==> src/hw/rtl/ttrlp_pkg.sv <==
// Package: shared constants, codes and types for the typed transaction RLP checker
`default_nettype none
package ttrlp_pkg;
    localparam int LENGTH_BITS = 32;

    localparam logic [3:0] PH_TYPE      = 4'd0;
    localparam logic [3:0] PH_OUTER     = 4'd1;
    localparam logic [3:0] PH_OUTER_LEN = 4'd2;
    localparam logic [3:0] PH_ISTART    = 4'd3;
    localparam logic [3:0] PH_ILEN      = 4'd4;
    localparam logic [3:0] PH_IPAY      = 4'd5;
    localparam logic [3:0] PH_TRAIL     = 4'd6;
    localparam logic [3:0] PH_ERR       = 4'd7;

    localparam logic [3:0] ERR_NONE      = 4'd0;
    localparam logic [3:0] ERR_TYPE      = 4'd1;
    localparam logic [3:0] ERR_OUTER     = 4'd2;
    localparam logic [3:0] ERR_NONCANON  = 4'd3;
    localparam logic [3:0] ERR_LENGTH    = 4'd4;
    localparam logic [3:0] ERR_LEADZERO  = 4'd5;
    localparam logic [3:0] ERR_KIND      = 4'd6;
    localparam logic [3:0] ERR_DESC      = 4'd7;
    localparam logic [3:0] ERR_EXTRA     = 4'd8;
    localparam logic [3:0] ERR_MISMATCH  = 4'd9;
    localparam logic [3:0] ERR_TRUNC     = 4'd10;
    localparam logic [3:0] ERR_OVERFLOW  = 4'd11;

    localparam logic [1:0] REG_MAX_VALUE = 2'd0;
    localparam logic [1:0] REG_MAX_NONCE = 2'd1;
    localparam logic [1:0] REG_MAX_GAS   = 2'd2;
    localparam logic [1:0] REG_ADDRESS   = 2'd3;

    localparam logic [3:0] ITEM_CHAIN = 4'd1;
    localparam logic [3:0] ITEM_NONCE = 4'd2;
    localparam logic [3:0] ITEM_TIP   = 4'd3;
    localparam logic [3:0] ITEM_FEE   = 4'd4;
    localparam logic [3:0] ITEM_GAS   = 4'd5;
    localparam logic [3:0] ITEM_TO    = 4'd6;
    localparam logic [3:0] ITEM_VALUE = 4'd7;
    localparam logic [3:0] ITEM_DATA  = 4'd8;
    localparam logic [3:0] ITEM_ACL   = 4'd9;
    localparam logic [3:0] ITEM_DESC  = 4'd10;
    localparam logic [3:0] ITEM_EXTRA = 4'd11;

    typedef logic [LENGTH_BITS-1:0] len_t;

    typedef struct packed {
        logic [7:0] max_value_bytes;
        logic [7:0] max_nonce_bytes;
        logic [7:0] max_gas_bytes;
        logic [7:0] address_bytes;
    } cfg_t;

    typedef struct packed {
        logic [3:0] field;
        logic [7:0] value_byte;
        logic       value_valid;
        logic       done_res;
        logic       accepted;
        logic [3:0] error_code;
    } result_t;
endpackage
`default_nettype wire

==> src/hw/rtl/ttrlp_cfg.sv <==
// Configuration register bank for the typed transaction RLP checker
`default_nettype none
module ttrlp_cfg
    import ttrlp_pkg::*;
(
    input  wire logic       clk,
    input  wire logic       rst_n,
    input  wire logic       cfg_we,
    input  wire logic [1:0] cfg_index,
    input  wire logic [7:0] cfg_data,
    output cfg_t            cfg
);
    cfg_t cfg_reg;

    always_ff @(posedge clk or negedge rst_n)
    begin
        if (!rst_n)
        begin
            cfg_reg.max_value_bytes <= 8'd32;
            cfg_reg.max_nonce_bytes <= 8'd8;
            cfg_reg.max_gas_bytes   <= 8'd8;
            cfg_reg.address_bytes   <= 8'd20;
        end
        else if (cfg_we)
        begin
            unique case (cfg_index)
                REG_MAX_VALUE: cfg_reg.max_value_bytes <= cfg_data;
                REG_MAX_NONCE: cfg_reg.max_nonce_bytes <= cfg_data;
                REG_MAX_GAS:   cfg_reg.max_gas_bytes   <= cfg_data;
                REG_ADDRESS:   cfg_reg.address_bytes   <= cfg_data;
                default: ;
            endcase
        end
    end

    assign cfg = cfg_reg;
endmodule
`default_nettype wire

==> src/hw/rtl/ttrlp_core.sv <==
// Parser state and per-byte check logic for the typed transaction RLP checker
`default_nettype none
module ttrlp_core
    import ttrlp_pkg::*;
(
    input  wire logic       clk,
    input  wire logic       rst_n,
    input  cfg_t            cfg,
    input  wire logic       step,
    input  wire logic [7:0] b,
    input  wire logic       lst,
    output result_t         res,
    output logic [3:0]      phase
);
    logic [3:0] phase_reg, phase_next;
    logic [3:0] item_reg, item_next;
    logic [7:0] prefix_reg, prefix_next;
    logic [3:0] lenleft_reg, lenleft_next;
    len_t       ibl_reg, ibl_next;
    len_t       lbl_reg, lbl_next;
    logic       fvp_reg, fvp_next;
    logic [3:0] ferr_reg, ferr_next;

    always_ff @(posedge clk or negedge rst_n)
    begin
        if (!rst_n)
        begin
            phase_reg   <= PH_TYPE;
            item_reg    <= '0;
            prefix_reg  <= '0;
            lenleft_reg <= '0;
            ibl_reg     <= '0;
            lbl_reg     <= '0;
            fvp_reg     <= 1'b0;
            ferr_reg    <= ERR_NONE;
        end
        else if (step)
        begin
            phase_reg   <= phase_next;
            item_reg    <= item_next;
            prefix_reg  <= prefix_next;
            lenleft_reg <= lenleft_next;
            ibl_reg     <= ibl_next;
            lbl_reg     <= lbl_next;
            fvp_reg     <= fvp_next;
            ferr_reg    <= ferr_next;
        end
    end

    assign phase = phase_reg;

    function automatic logic [3:0] hdr_code(input logic [3:0] item, input len_t len,
                                            input cfg_t c);
        logic [3:0] code;
        code = ERR_NONE;
        unique case (item)
            ITEM_CHAIN, ITEM_TIP, ITEM_FEE, ITEM_VALUE:
                if (len > len_t'(c.max_value_bytes)) code = ERR_LENGTH;
            ITEM_NONCE: if (len > len_t'(c.max_nonce_bytes)) code = ERR_LENGTH;
            ITEM_GAS:   if (len > len_t'(c.max_gas_bytes)) code = ERR_LENGTH;
            ITEM_TO:
                if (len != '0 && len != len_t'(c.address_bytes)) code = ERR_LENGTH;
            ITEM_DESC:  if (len != len_t'(3)) code = ERR_DESC;
            ITEM_EXTRA: if (len != '0) code = ERR_EXTRA;
            default: ;
        endcase
        return code;
    endfunction

    function automatic logic [3:0] val_code(input logic [3:0] item, input logic [7:0] bt,
                                            input logic first, input len_t left);
        logic [3:0] code;
        logic       intg;
        code = ERR_NONE;
        intg = (item >= ITEM_CHAIN && item <= ITEM_GAS) || item == ITEM_VALUE;
        if (intg && first && bt == 8'h00)
            code = ERR_LEADZERO;
        else if (item == ITEM_DESC)
        begin
            if (left >= len_t'(3) ? (bt != 8'h01) : (bt != 8'h00))
                code = ERR_DESC;
        end
        return code;
    endfunction

    always_comb
    begin
        logic [3:0] err;
        logic       vv;
        logic       in_item;
        logic       complete;
        logic       begin_pay;
        len_t       pay_len;
        len_t       acc;
        logic [3:0] code;

        phase_next   = phase_reg;
        item_next    = item_reg;
        prefix_next  = prefix_reg;
        lenleft_next = lenleft_reg;
        ibl_next     = ibl_reg;
        lbl_next     = lbl_reg;
        fvp_next     = fvp_reg;
        ferr_next    = ferr_reg;
        err       = ERR_NONE;
        vv        = 1'b0;
        complete  = 1'b0;
        begin_pay = 1'b0;
        pay_len   = '0;
        acc       = '0;
        code      = ERR_NONE;

        in_item = phase_reg == PH_ISTART || phase_reg == PH_ILEN || phase_reg == PH_IPAY;
        if (in_item)
        begin
            if (lbl_reg == '0) err = ERR_MISMATCH;
            else lbl_next = lbl_reg - len_t'(1);
        end

        unique case (phase_reg)
            PH_TYPE:
                if (b != 8'h02) err = ERR_TYPE;
                else phase_next = PH_OUTER;
            PH_OUTER:
                if (b < 8'hc0) err = ERR_OUTER;
                else if (b <= 8'hf7)
                begin
                    lbl_next   = len_t'(b - 8'hc0);
                    item_next  = ITEM_CHAIN;
                    phase_next = PH_ISTART;
                end
                else
                begin
                    lenleft_next = 4'(b - 8'hf7);
                    lbl_next     = '0;
                    phase_next   = PH_OUTER_LEN;
                end
            PH_OUTER_LEN:
            begin
                if (lbl_reg == '0 && b == 8'h00) err = ERR_NONCANON;
                else if (lbl_reg[LENGTH_BITS-1 -: 8] != 8'h00) err = ERR_OVERFLOW;
                else
                begin
                    acc          = {lbl_reg[LENGTH_BITS-9:0], b};
                    lbl_next     = acc;
                    lenleft_next = lenleft_reg - 4'd1;
                    if (lenleft_reg == 4'd1)
                    begin
                        if (acc < len_t'(56)) err = ERR_NONCANON;
                        else
                        begin
                            item_next  = ITEM_CHAIN;
                            phase_next = PH_ISTART;
                        end
                    end
                end
            end
            PH_ISTART:
            begin
                prefix_next = b;
                if ((item_reg == ITEM_DATA && b >= 8'hc0) ||
                    (item_reg == ITEM_ACL && b < 8'hc0))
                    err = ERR_KIND;
                else if (b <= 8'h7f)
                begin
                    code = hdr_code(item_reg, len_t'(1), cfg);
                    if (code == ERR_NONE) code = val_code(item_reg, b, 1'b1, len_t'(3));
                    if (code != ERR_NONE) err = code;
                    else
                    begin
                        vv       = 1'b1;
                        complete = 1'b1;
                    end
                end
                else if (b <= 8'hb7)
                begin
                    begin_pay = 1'b1;
                    pay_len   = len_t'(b - 8'h80);
                end
                else if (b <= 8'hbf)
                begin
                    lenleft_next = 4'(b - 8'hb7);
                    ibl_next     = '0;
                    phase_next   = PH_ILEN;
                end
                else if (b <= 8'hf7)
                begin
                    begin_pay = 1'b1;
                    pay_len   = len_t'(b - 8'hc0);
                end
                else
                begin
                    lenleft_next = 4'(b - 8'hf7);
                    ibl_next     = '0;
                    phase_next   = PH_ILEN;
                end
            end
            PH_ILEN:
            begin
                if (ibl_reg == '0 && b == 8'h00) err = ERR_NONCANON;
                else if (ibl_reg[LENGTH_BITS-1 -: 8] != 8'h00) err = ERR_OVERFLOW;
                else
                begin
                    acc          = {ibl_reg[LENGTH_BITS-9:0], b};
                    ibl_next     = acc;
                    lenleft_next = lenleft_reg - 4'd1;
                    if (lenleft_reg == 4'd1)
                    begin
                        if (acc < len_t'(56)) err = ERR_NONCANON;
                        else
                        begin
                            begin_pay = 1'b1;
                            pay_len   = acc;
                        end
                    end
                end
            end
            PH_IPAY:
            begin
                if (fvp_reg && prefix_reg == 8'h81 && b < 8'h80) err = ERR_NONCANON;
                else
                begin
                    code = val_code(item_reg, b, fvp_reg, ibl_reg);
                    if (code != ERR_NONE) err = code;
                    else
                    begin
                        vv       = 1'b1;
                        fvp_next = 1'b0;
                        ibl_next = ibl_reg - len_t'(1);
                        if (ibl_reg == len_t'(1)) complete = 1'b1;
                    end
                end
            end
            default: ;
        endcase

        if (begin_pay && err == ERR_NONE)
        begin
            code = hdr_code(item_reg, pay_len, cfg);
            if (code != ERR_NONE) err = code;
            else
            begin
                ibl_next = pay_len;
                if (pay_len == '0) complete = 1'b1;
                else
                begin
                    phase_next = PH_IPAY;
                    fvp_next   = 1'b1;
                end
            end
        end

        if (complete && err == ERR_NONE)
        begin
            if (item_reg >= ITEM_EXTRA)
            begin
                if (lbl_next != '0) err = ERR_MISMATCH;
                else phase_next = PH_TRAIL;
            end
            else
            begin
                item_next  = item_reg + 4'd1;
                phase_next = PH_ISTART;
            end
        end

        if (in_item && lbl_reg == '0) err = ERR_MISMATCH;

        if (err != ERR_NONE)
        begin
            phase_next = PH_ERR;
            if (ferr_reg == ERR_NONE) ferr_next = err;
        end
        if (phase_next == PH_ERR) vv = 1'b0;

        res.field       = in_item ? item_reg : 4'd0;
        res.value_byte  = b;
        res.value_valid = vv;
        res.done_res    = lst;
        res.accepted    = 1'b0;
        res.error_code  = ERR_NONE;
        if (lst)
        begin
            res.error_code = ferr_next;
            if (ferr_next == ERR_NONE && phase_next != PH_TRAIL) res.error_code = ERR_TRUNC;
            res.accepted = res.error_code == ERR_NONE;
            phase_next   = PH_TYPE;
            item_next    = '0;
            prefix_next  = '0;
            lenleft_next = '0;
            ibl_next     = '0;
            lbl_next     = '0;
            fvp_next     = 1'b0;
            ferr_next    = ERR_NONE;
        end
    end
endmodule
`default_nettype wire

==> src/hw/rtl/ttrlp_outreg.sv <==
// Output register with skid stage for the checker result
`default_nettype none
module ttrlp_outreg
    import ttrlp_pkg::*;
(
    input  wire logic clk,
    input  wire logic rst_n,
    input  wire logic in_valid,
    output logic      in_ready,
    input  result_t   in_res,
    output logic      out_valid,
    input  wire logic out_ready,
    output result_t   out_res
);
    logic    main_valid_reg, skid_valid_reg;
    result_t main_reg, skid_reg;

    assign in_ready  = !skid_valid_reg;
    assign out_valid = main_valid_reg;
    assign out_res   = main_reg;

    always_ff @(posedge clk or negedge rst_n)
    begin
        if (!rst_n)
        begin
            main_valid_reg <= 1'b0;
            skid_valid_reg <= 1'b0;
        end
        else
        begin
            if (!main_valid_reg || out_ready)
            begin
                main_valid_reg <= skid_valid_reg || (in_valid && in_ready);
                skid_valid_reg <= 1'b0;
            end
            else if (in_valid && in_ready)
                skid_valid_reg <= 1'b1;
        end
    end

    always_ff @(posedge clk)
    begin
        if (!main_valid_reg || out_ready)
            main_reg <= skid_valid_reg ? skid_reg : in_res;
        if (in_valid && in_ready)
            skid_reg <= in_res;
    end
endmodule
`default_nettype wire

==> src/hw/rtl/typed_tx_rlp_checker_top.sv <==
// Top level of the typed transaction RLP checker
// channel | direction | transfer when         | payload
// in      | input     | in_valid & in_ready   | tx_byte, last
// out     | output    | out_valid & out_ready | field, value_byte, value_valid, done_res,
//         |           |                       | accepted, error_code
// cfg     | input     | cfg_we                | cfg_index, cfg_data
// One byte per cycle while in_ready is high; each result is registered in the output stage.
// Each accepted byte updates the parser state registers.
// rst_n clears parser state and sets registers to their reset values.
// A stalled output fills a one-entry skid stage, then in_ready drops.
`default_nettype none
module typed_tx_rlp_checker_top
    import ttrlp_pkg::*;
(
    input  wire logic       clk,
    input  wire logic       rst_n,
    input  wire logic       in_valid,
    output logic            in_ready,
    input  wire logic [7:0] tx_byte,
    input  wire logic       last,
    output logic            out_valid,
    input  wire logic       out_ready,
    output logic [3:0]      field,
    output logic [7:0]      value_byte,
    output logic            value_valid,
    output logic            done_res,
    output logic            accepted,
    output logic [3:0]      error_code,
    input  wire logic       cfg_we,
    input  wire logic [1:0] cfg_index,
    input  wire logic [7:0] cfg_data
);
    cfg_t       cfg;
    result_t    res, ores;
    logic       step;
    logic [3:0] phase;

    assign step = in_valid && in_ready;

    ttrlp_cfg u_cfg (
        .clk(clk), .rst_n(rst_n), .cfg_we(cfg_we), .cfg_index(cfg_index),
        .cfg_data(cfg_data), .cfg(cfg)
    );

    ttrlp_core u_core (
        .clk(clk), .rst_n(rst_n), .cfg(cfg), .step(step), .b(tx_byte),
        .lst(last), .res(res), .phase(phase)
    );

    ttrlp_outreg u_out (
        .clk(clk), .rst_n(rst_n), .in_valid(in_valid), .in_ready(in_ready),
        .in_res(res), .out_valid(out_valid), .out_ready(out_ready), .out_res(ores)
    );

    assign field       = ores.field;
    assign value_byte  = ores.value_byte;
    assign value_valid = ores.value_valid;
    assign done_res    = ores.done_res;
    assign accepted    = ores.accepted;
    assign error_code  = ores.error_code;

`ifndef SYNTHESIS
    a_done_resets: assert property (@(posedge clk) disable iff (!rst_n)
        (step && last) |=> phase == PH_TYPE)
        else $error("parser not reset after last byte");
    a_accept_clean: assert property (@(posedge clk) disable iff (!rst_n)
        (out_valid && accepted) |-> (done_res && error_code == ERR_NONE))
        else $error("accepted with error or without done");
    a_code_done: assert property (@(posedge clk) disable iff (!rst_n)
        (out_valid && !done_res) |-> (error_code == ERR_NONE && !accepted))
        else $error("verdict on a non-final byte");
`endif
endmodule
`default_nettype wire
==> config.mk <==
export PLATFORM = sky130hd
export DESIGN_NAME = typed_tx_rlp_checker_top
export DESIGN_NICKNAME = d
export VERILOG_FILES = /design/src/hw/rtl/ttrlp_pkg.sv /design/src/hw/rtl/ttrlp_cfg.sv /design/src/hw/rtl/ttrlp_core.sv /design/src/hw/rtl/ttrlp_outreg.sv /design/src/hw/rtl/typed_tx_rlp_checker_top.sv
export SDC_FILE = /design/constraint.sdc
export NUM_CORES = 1
export LEC_CHECK = 0
export ABC_AREA = 1
export BUFFER_PORTS_ARGS = -buffer_cell sky130_fd_sc_hd__buf_2
export CAP_MARGIN = 40
export CORE_MARGIN = 2
export CORE_UTILIZATION = 27
export DETAILED_ROUTE_END_ITERATION = 10
export HOLD_SLACK_MARGIN = 0.15
export SYNTH_ARGS = -nofsm -noshare
export SYNTH_HDL_FRONTEND = slang
export SYNTH_HIERARCHICAL = 1
export SYNTH_SLANG_ARGS = --single-unit
export TNS_END_PERCENT = 5
==> constraint.sdc <==
create_clock -name clk -period 4.61 [get_ports clk]
set_input_delay 0 -clock clk [delete_from_list [all_inputs] [get_ports clk]]
set_output_delay 0 -clock clk [all_outputs]
set_load 0.01 [all_outputs]
# Word level (Yosys, flattened, before mapping)
# Cells that the tools add are included.
# op_classes
n_addsub	8
n_mul	0
div	0
order_cmp	19
eq_ne	37
shift	0
muxes	169
bitwise_logic	0
n_reduce_logical	55
# op_table
cell	count
two-way mux 32 bit	27
two-way mux 4 bit	83
case mux 32 bit (2 select lines)	2
greater-than comparator 32 x 8 -> 1 bit	3
zero test 32 bit	3
case mux 32 bit (3 select lines)	1
case mux 4 bit (6 select lines)	3
< comparator 32 x 6 -> 1 bit, second input constant	2
nonzero test 32 bit	2
subtractor 32 x 1 -> 32 bit, second input constant	2
two-way mux 3 bit	11
== test 32 x 1 -> 1 bit, second input constant	1
>= comparator 32 x 2 -> 1 bit, second input constant	1
two-way mux 1 bit	32
inequality test 32 x 2 -> 1 bit, second input constant	1
inequality test 32 x 8 -> 1 bit	1
case mux 4 bit (4 select lines)	2
== test 4 x 3 -> 1 bit, second input constant	7
zero test 4 bit	7
greater-than comparator 1 x 8 -> 1 bit, first input constant	3
<= comparator 8 bit, second input constant	3
inequality test 3 bit, second input constant	8
nonzero test 8 bit	3
two-way mux 19 bit	1
other kinds (35)	79
# word_totals
ff_bits	161
latch_bits	0
mem_bits_rw	0
romBits	0
n_memories	0

# Longest topological paths before layout
# logic_depth
ltp_word	35
depth_mapped	38

# Hierarchy
# Netlist, hierarchy kept.
# modules_own_cells
mod	instances	cells_per_inst	area_each_um2	seq_area_each_um2
ttrlp_core	1	1713	10767.8	2227.1
ttrlp_outreg	1	109	1472.7	1191.1
ttrlp_cfg	1	143	1442.6	807.0
typed_tx_rlp_checker_top	1	2	7.5	0.0

# Worst setup path before layout
# No wires, ideal clock.
# synth_timing
path_kind	register to register
startpoint	register u_core.ibl_reg[0]
endpoint	register u_out.main_reg, in the netlist u_out/out_res[3] (data pin)
arrival_time_ns	3.757
slack_ns	0.600
path_stages_with_launch	35
path_buffers	1
cell_sequence	dfrtp_1 > inv_1 > ha_1 > nand2_1 > nor2_2 > nand3_2 > nor2_4 > nor2_4 > nand2_1 > nand2_1 > buf_6 > nand2_1 > inv_1 > ha_1 > a21oi_1 > o211ai_1 > a21oi_1 > o21a_1 > o22ai_1 > inv_1 > nand2_1 > nor2_4 > nand2_1 > nand2_1 > nand2_1 > nand2_1 > nand2_2 > nor2_4 > nand3_1 > nor3_1 > nand2_1 > nand2_1 > a21oi_1 > nand2_1 > nand2_1
# synth_rtl
item	line	text
start: declaration	ttrlp_core.sv:19	len_t ibl_reg, ibl_next;
start signal: assignment	ttrlp_core.sv:43	ibl_reg <= ibl_next;
end signal: assignment	ttrlp_outreg.sv:44	main_reg <= skid_valid_reg ? skid_reg : in_res;
end: declaration	ttrlp_outreg.sv:16	result_t main_reg, skid_reg;

==> out/metrics.yaml <==
timing.hold.ws_ps: 371
rsz0062_at_grt: "true"
fin_tns_setup_ps: 0
cts_root_buf: "clkbuf_16"
grt_antenna_before_repair: 0
p_sw_share_pct: 56.5
pwr-share-comb_pct: 70.2
maxCapViolCount: 0
die_x_um: 229
dp_hpwl_mm: 37.0
r2r_end: "u_out/out_res[3]$_DFFE_PP_"
r2r-start: "u_core/ibl_reg[29]$_DFFE_PN0P_"
finalHoldViolCount: 0
wl_mm: 50.6
p_total_mw: 12.9
worst_hold_path_type: "primary input to register"
worstSkewPairLatency_ps: 470
syn2layout_area_growth_pct: 15.5
cp.required_ps: 4830
avgSynthCellArea_um2: 6.96
whs_path_depth: 4
synthTopCellsByArea: "dfrtp_1 22%, nand2_1 12%, edfxtp_1 8.3%"
firstDrtPassIters: 6
grt_pass1_vias: 14000
clkPwrFrac_pct: 12.0
insertedDiodeCount: 0
slew_viol_final: 0
crit_arrival_ps: 4540
min_period_ps: 4330
dieHeight_um: 229
critPathLaunchType: "primary input"
p_leak_nw: 7.36
cp-end-kind: "register"
switching_power_mw: 7.29
avgViaCountPerCell: 5.34
synth_top_area_share_pct: 21.6
period_share_pct: 93.9
r2r_setup_slack_ps: 310
place_inst: 2658
worstHoldEndpoint: "u_out/skid_valid_reg$_DFFE_PN0P_"
seq_power_share_pct: 17.8
rows: 82
cts_tree: "done"
numCtsBuffers: 17
grt_pass1_wl_mm: 79.6
ir_drop_mv: 0.518
final_core_util_pct: 31.6
synth_top_area_cell: "dfrtp_1"
cts_buffer_depth: 2
vias: 14600
drt_iter0_markers: 1542
pin_count: 45
tightest_slew_ps: 981
p_per_area_nw_per_um2: 816
postSynthCellCount: 1967
netlist-cell-type-count: 62
synth_async_sr_flop_share_pct: 76.4
crit_top_cell: "nand2_1"
core-area_um2: 50100
start_util_pct: 27.3
nets: 2112
ys_seq_area_share_pct: 30.9
clock.fmax_mhz: 231
crit_type: "primary input to register"
status: "complete, no violations"
hold_path.startpoint: "in_valid"
slowest_stage: "dlygate4sd3_1"
setup_viol: 0
grt_overflow_total: 0
slew_headroom_pct: 34.6
dieArea_um2: 52500
cts_num_sinks: 161
critical-path-top-delay-family: "simple AND/OR/NAND/NOR gates"
path_max_fanout: 9
p_int_mw: 5.62
wl_per_cell_um: 18.6
yosysWarnings: 6
grt_util_all_layers_pct: 19.1
drc: 0
synth_edf_count: 38
grt_max_degree: 67
gp_congestion: 0.969
path_clk_slew_ps: 60
finClkSkew_ps: 14.3
drive_gt1_share_pct: 14.5
ys.flop_type: "dfrtp_1"
syn-cell-area_um2: 13700
rr_worst_depth: 31
ys_ff_latch: 161
instances_no_fill: 2727
io_buffers: 44
final_antenna_net_count: 0
syn-num-nets: 2037
htreeDepth: 4
path_buf_inv: 4
max_stage_delay_ps: 530
## cell families after synthesis
| logic type | synth area share (%) |
|---|---|
| buffers and inverters | 10.4 |
| adders and majority gates | 4.20 |
| xor gates and xnor gates | 2.56 |
| AOI/OAI and AO/OA | 17.7 |
| DFF | 30.9 |
| and+or+nand+nor | 34.3 |
## cells in the final DEF, fill, tap and decap left out, drive strengths merged, types with 2 or more instances in the layout
master / instances
bufinv: 6
clkinv: 10
nor3: 18
buf: 120
clkinvlp: 4
a22oi: 3
a221oi: 5
inv: 204
o211ai: 15
ha: 46
clkbuf: 18
a21oi: 92
dfstp: 5
edfxtp: 38
o221ai: 6
a31oi: 11
dfrtp: 118
a211oi: 5
o2111ai: 13
o21ai: 194
xor2: 40
nand2: 461
o22ai: 57
nor4b: 2
nand3: 155
o31ai: 6
dlygate4sd3: 33
nor4: 10
nand3b: 6
o32ai: 2
nor2: 248
o21a: 2
nand4: 92
## power by group through the flow
| stage | registers, mW | clock network, mW | logic (mW) |
|---|---|---|---|
| 2_1_floorplan | 2.20 | 0 | 6.38 |
| 3_3_place_gp | 2.29 | 0 | 8.58 |
| 3_5_place_dp | 2.30 | 0 | 8.63 |
| 4_1_cts | 2.28 | 1.58 | 8.70 |
| 5_1_grt | 2.35 | 1.64 | 9.95 |
| 6_report | 2.29 | 1.55 | 9.06 |
## how the worst max path moves through the flow
stage / from / endpoint / slack (ps) / cells past startpoint
global route: u_core/ibl_reg[1]$_DFFE_PN0P_ / u_out/out_res[3]$_DFFE_PP_ / -120 / 34
global placement: u_core/ibl_reg[8]$_DFFE_PN0P_ / u_core/ibl_reg[23]$_DFFE_PN0P_ / 220 / 27
CTS: u_core/ibl_reg[1]$_DFFE_PN0P_ / u_out/out_res[3]$_DFFE_PP_ / 60 / 32
detailed placement: u_core/ibl_reg[1]$_DFFE_PN0P_ / u_out/out_res[3]$_DFFE_PP_ / 120 / 32
finish: tx_byte[2] / u_out/out_res[3]$_DFFE_PP_ / 280 / 32
floorplan: u_core/ibl_reg[0]$_DFFE_PN0P_ / u_out/out_res[3]$_DFFE_PP_ / 600 / 34
## cells in the mapped netlist, drive strengths merged, types with 3 or more instances
| library cell | n |
|---|---|
| a211oi | 5 |
| nand3 | 155 |
| a31oi | 11 |
| nor3 | 18 |
| o2111ai | 13 |
| clkinv | 5 |
| xor2 | 40 |
| a22oi | 3 |
| o221ai | 6 |
| o211ai | 15 |
| edfxtp | 38 |
| buf | 55 |
| inv | 203 |
| dfstp | 5 |
| nand4 | 92 |
| o22ai | 57 |
| a21oi | 92 |
| nor2 | 248 |
| nand3b | 6 |
| dfrtp | 118 |
| a221oi | 5 |
| nor4 | 10 |
| clkbuf | 43 |
| o31ai | 6 |
| o21ai | 194 |
| ha | 46 |
| nand2 | 461 |
## metal layers
metal / share of wire, % / global-route usage [%]
met3: 7.2 / 2.73
met5: 0 / 0
met2: 46 / 31.1
met1: 44 / 26.0
met4: 2.4 / 6.51
## cell type report
cell class	count	area (um2)
multi-input cells	1498	8130
inverters	210	820
flip-flops and latches	161	4230
clock inverters	14	190
repair buffers	154	1170
clock buffers	18	429
well taps	672	841
fillers	5448	34300
## what timing repair did
| item | CTS | global route |
|---|---|---|
| hold buffers | 33 | 0 |
| setup endpoints to repair | 0 | 32 |
| setup buffers | 0 | 4 |
| endpoints found under the hold margin | 152 | 0 |
| resized for setup | 0 | 26 |
## through the flow
| step | worst slack (ps) | cell area [um2] |
|---|---|---|
| 2_1_floorplan | 600 | 13700 |
| 3_5_place_dp | 121 | 14700 |
| 3_3_place_gp | 224 | 14700 |
| 4_1_cts | 62.2 | 15700 |
| 5_1_grt | -116 | 15800 |
| 6_report | 283 | 15800 |
## worst reg2reg max path: cells and delay by family (launching register included)
kind	cells	cell delay, ps
and+or+nand+nor	20	2210
AOI/OAI and AO/OA	7	900
DFF	1	390
buffers and inverters	3	270
adders and majority gates	1	260
Note: power is estimated with default switching activity, not from simulation.
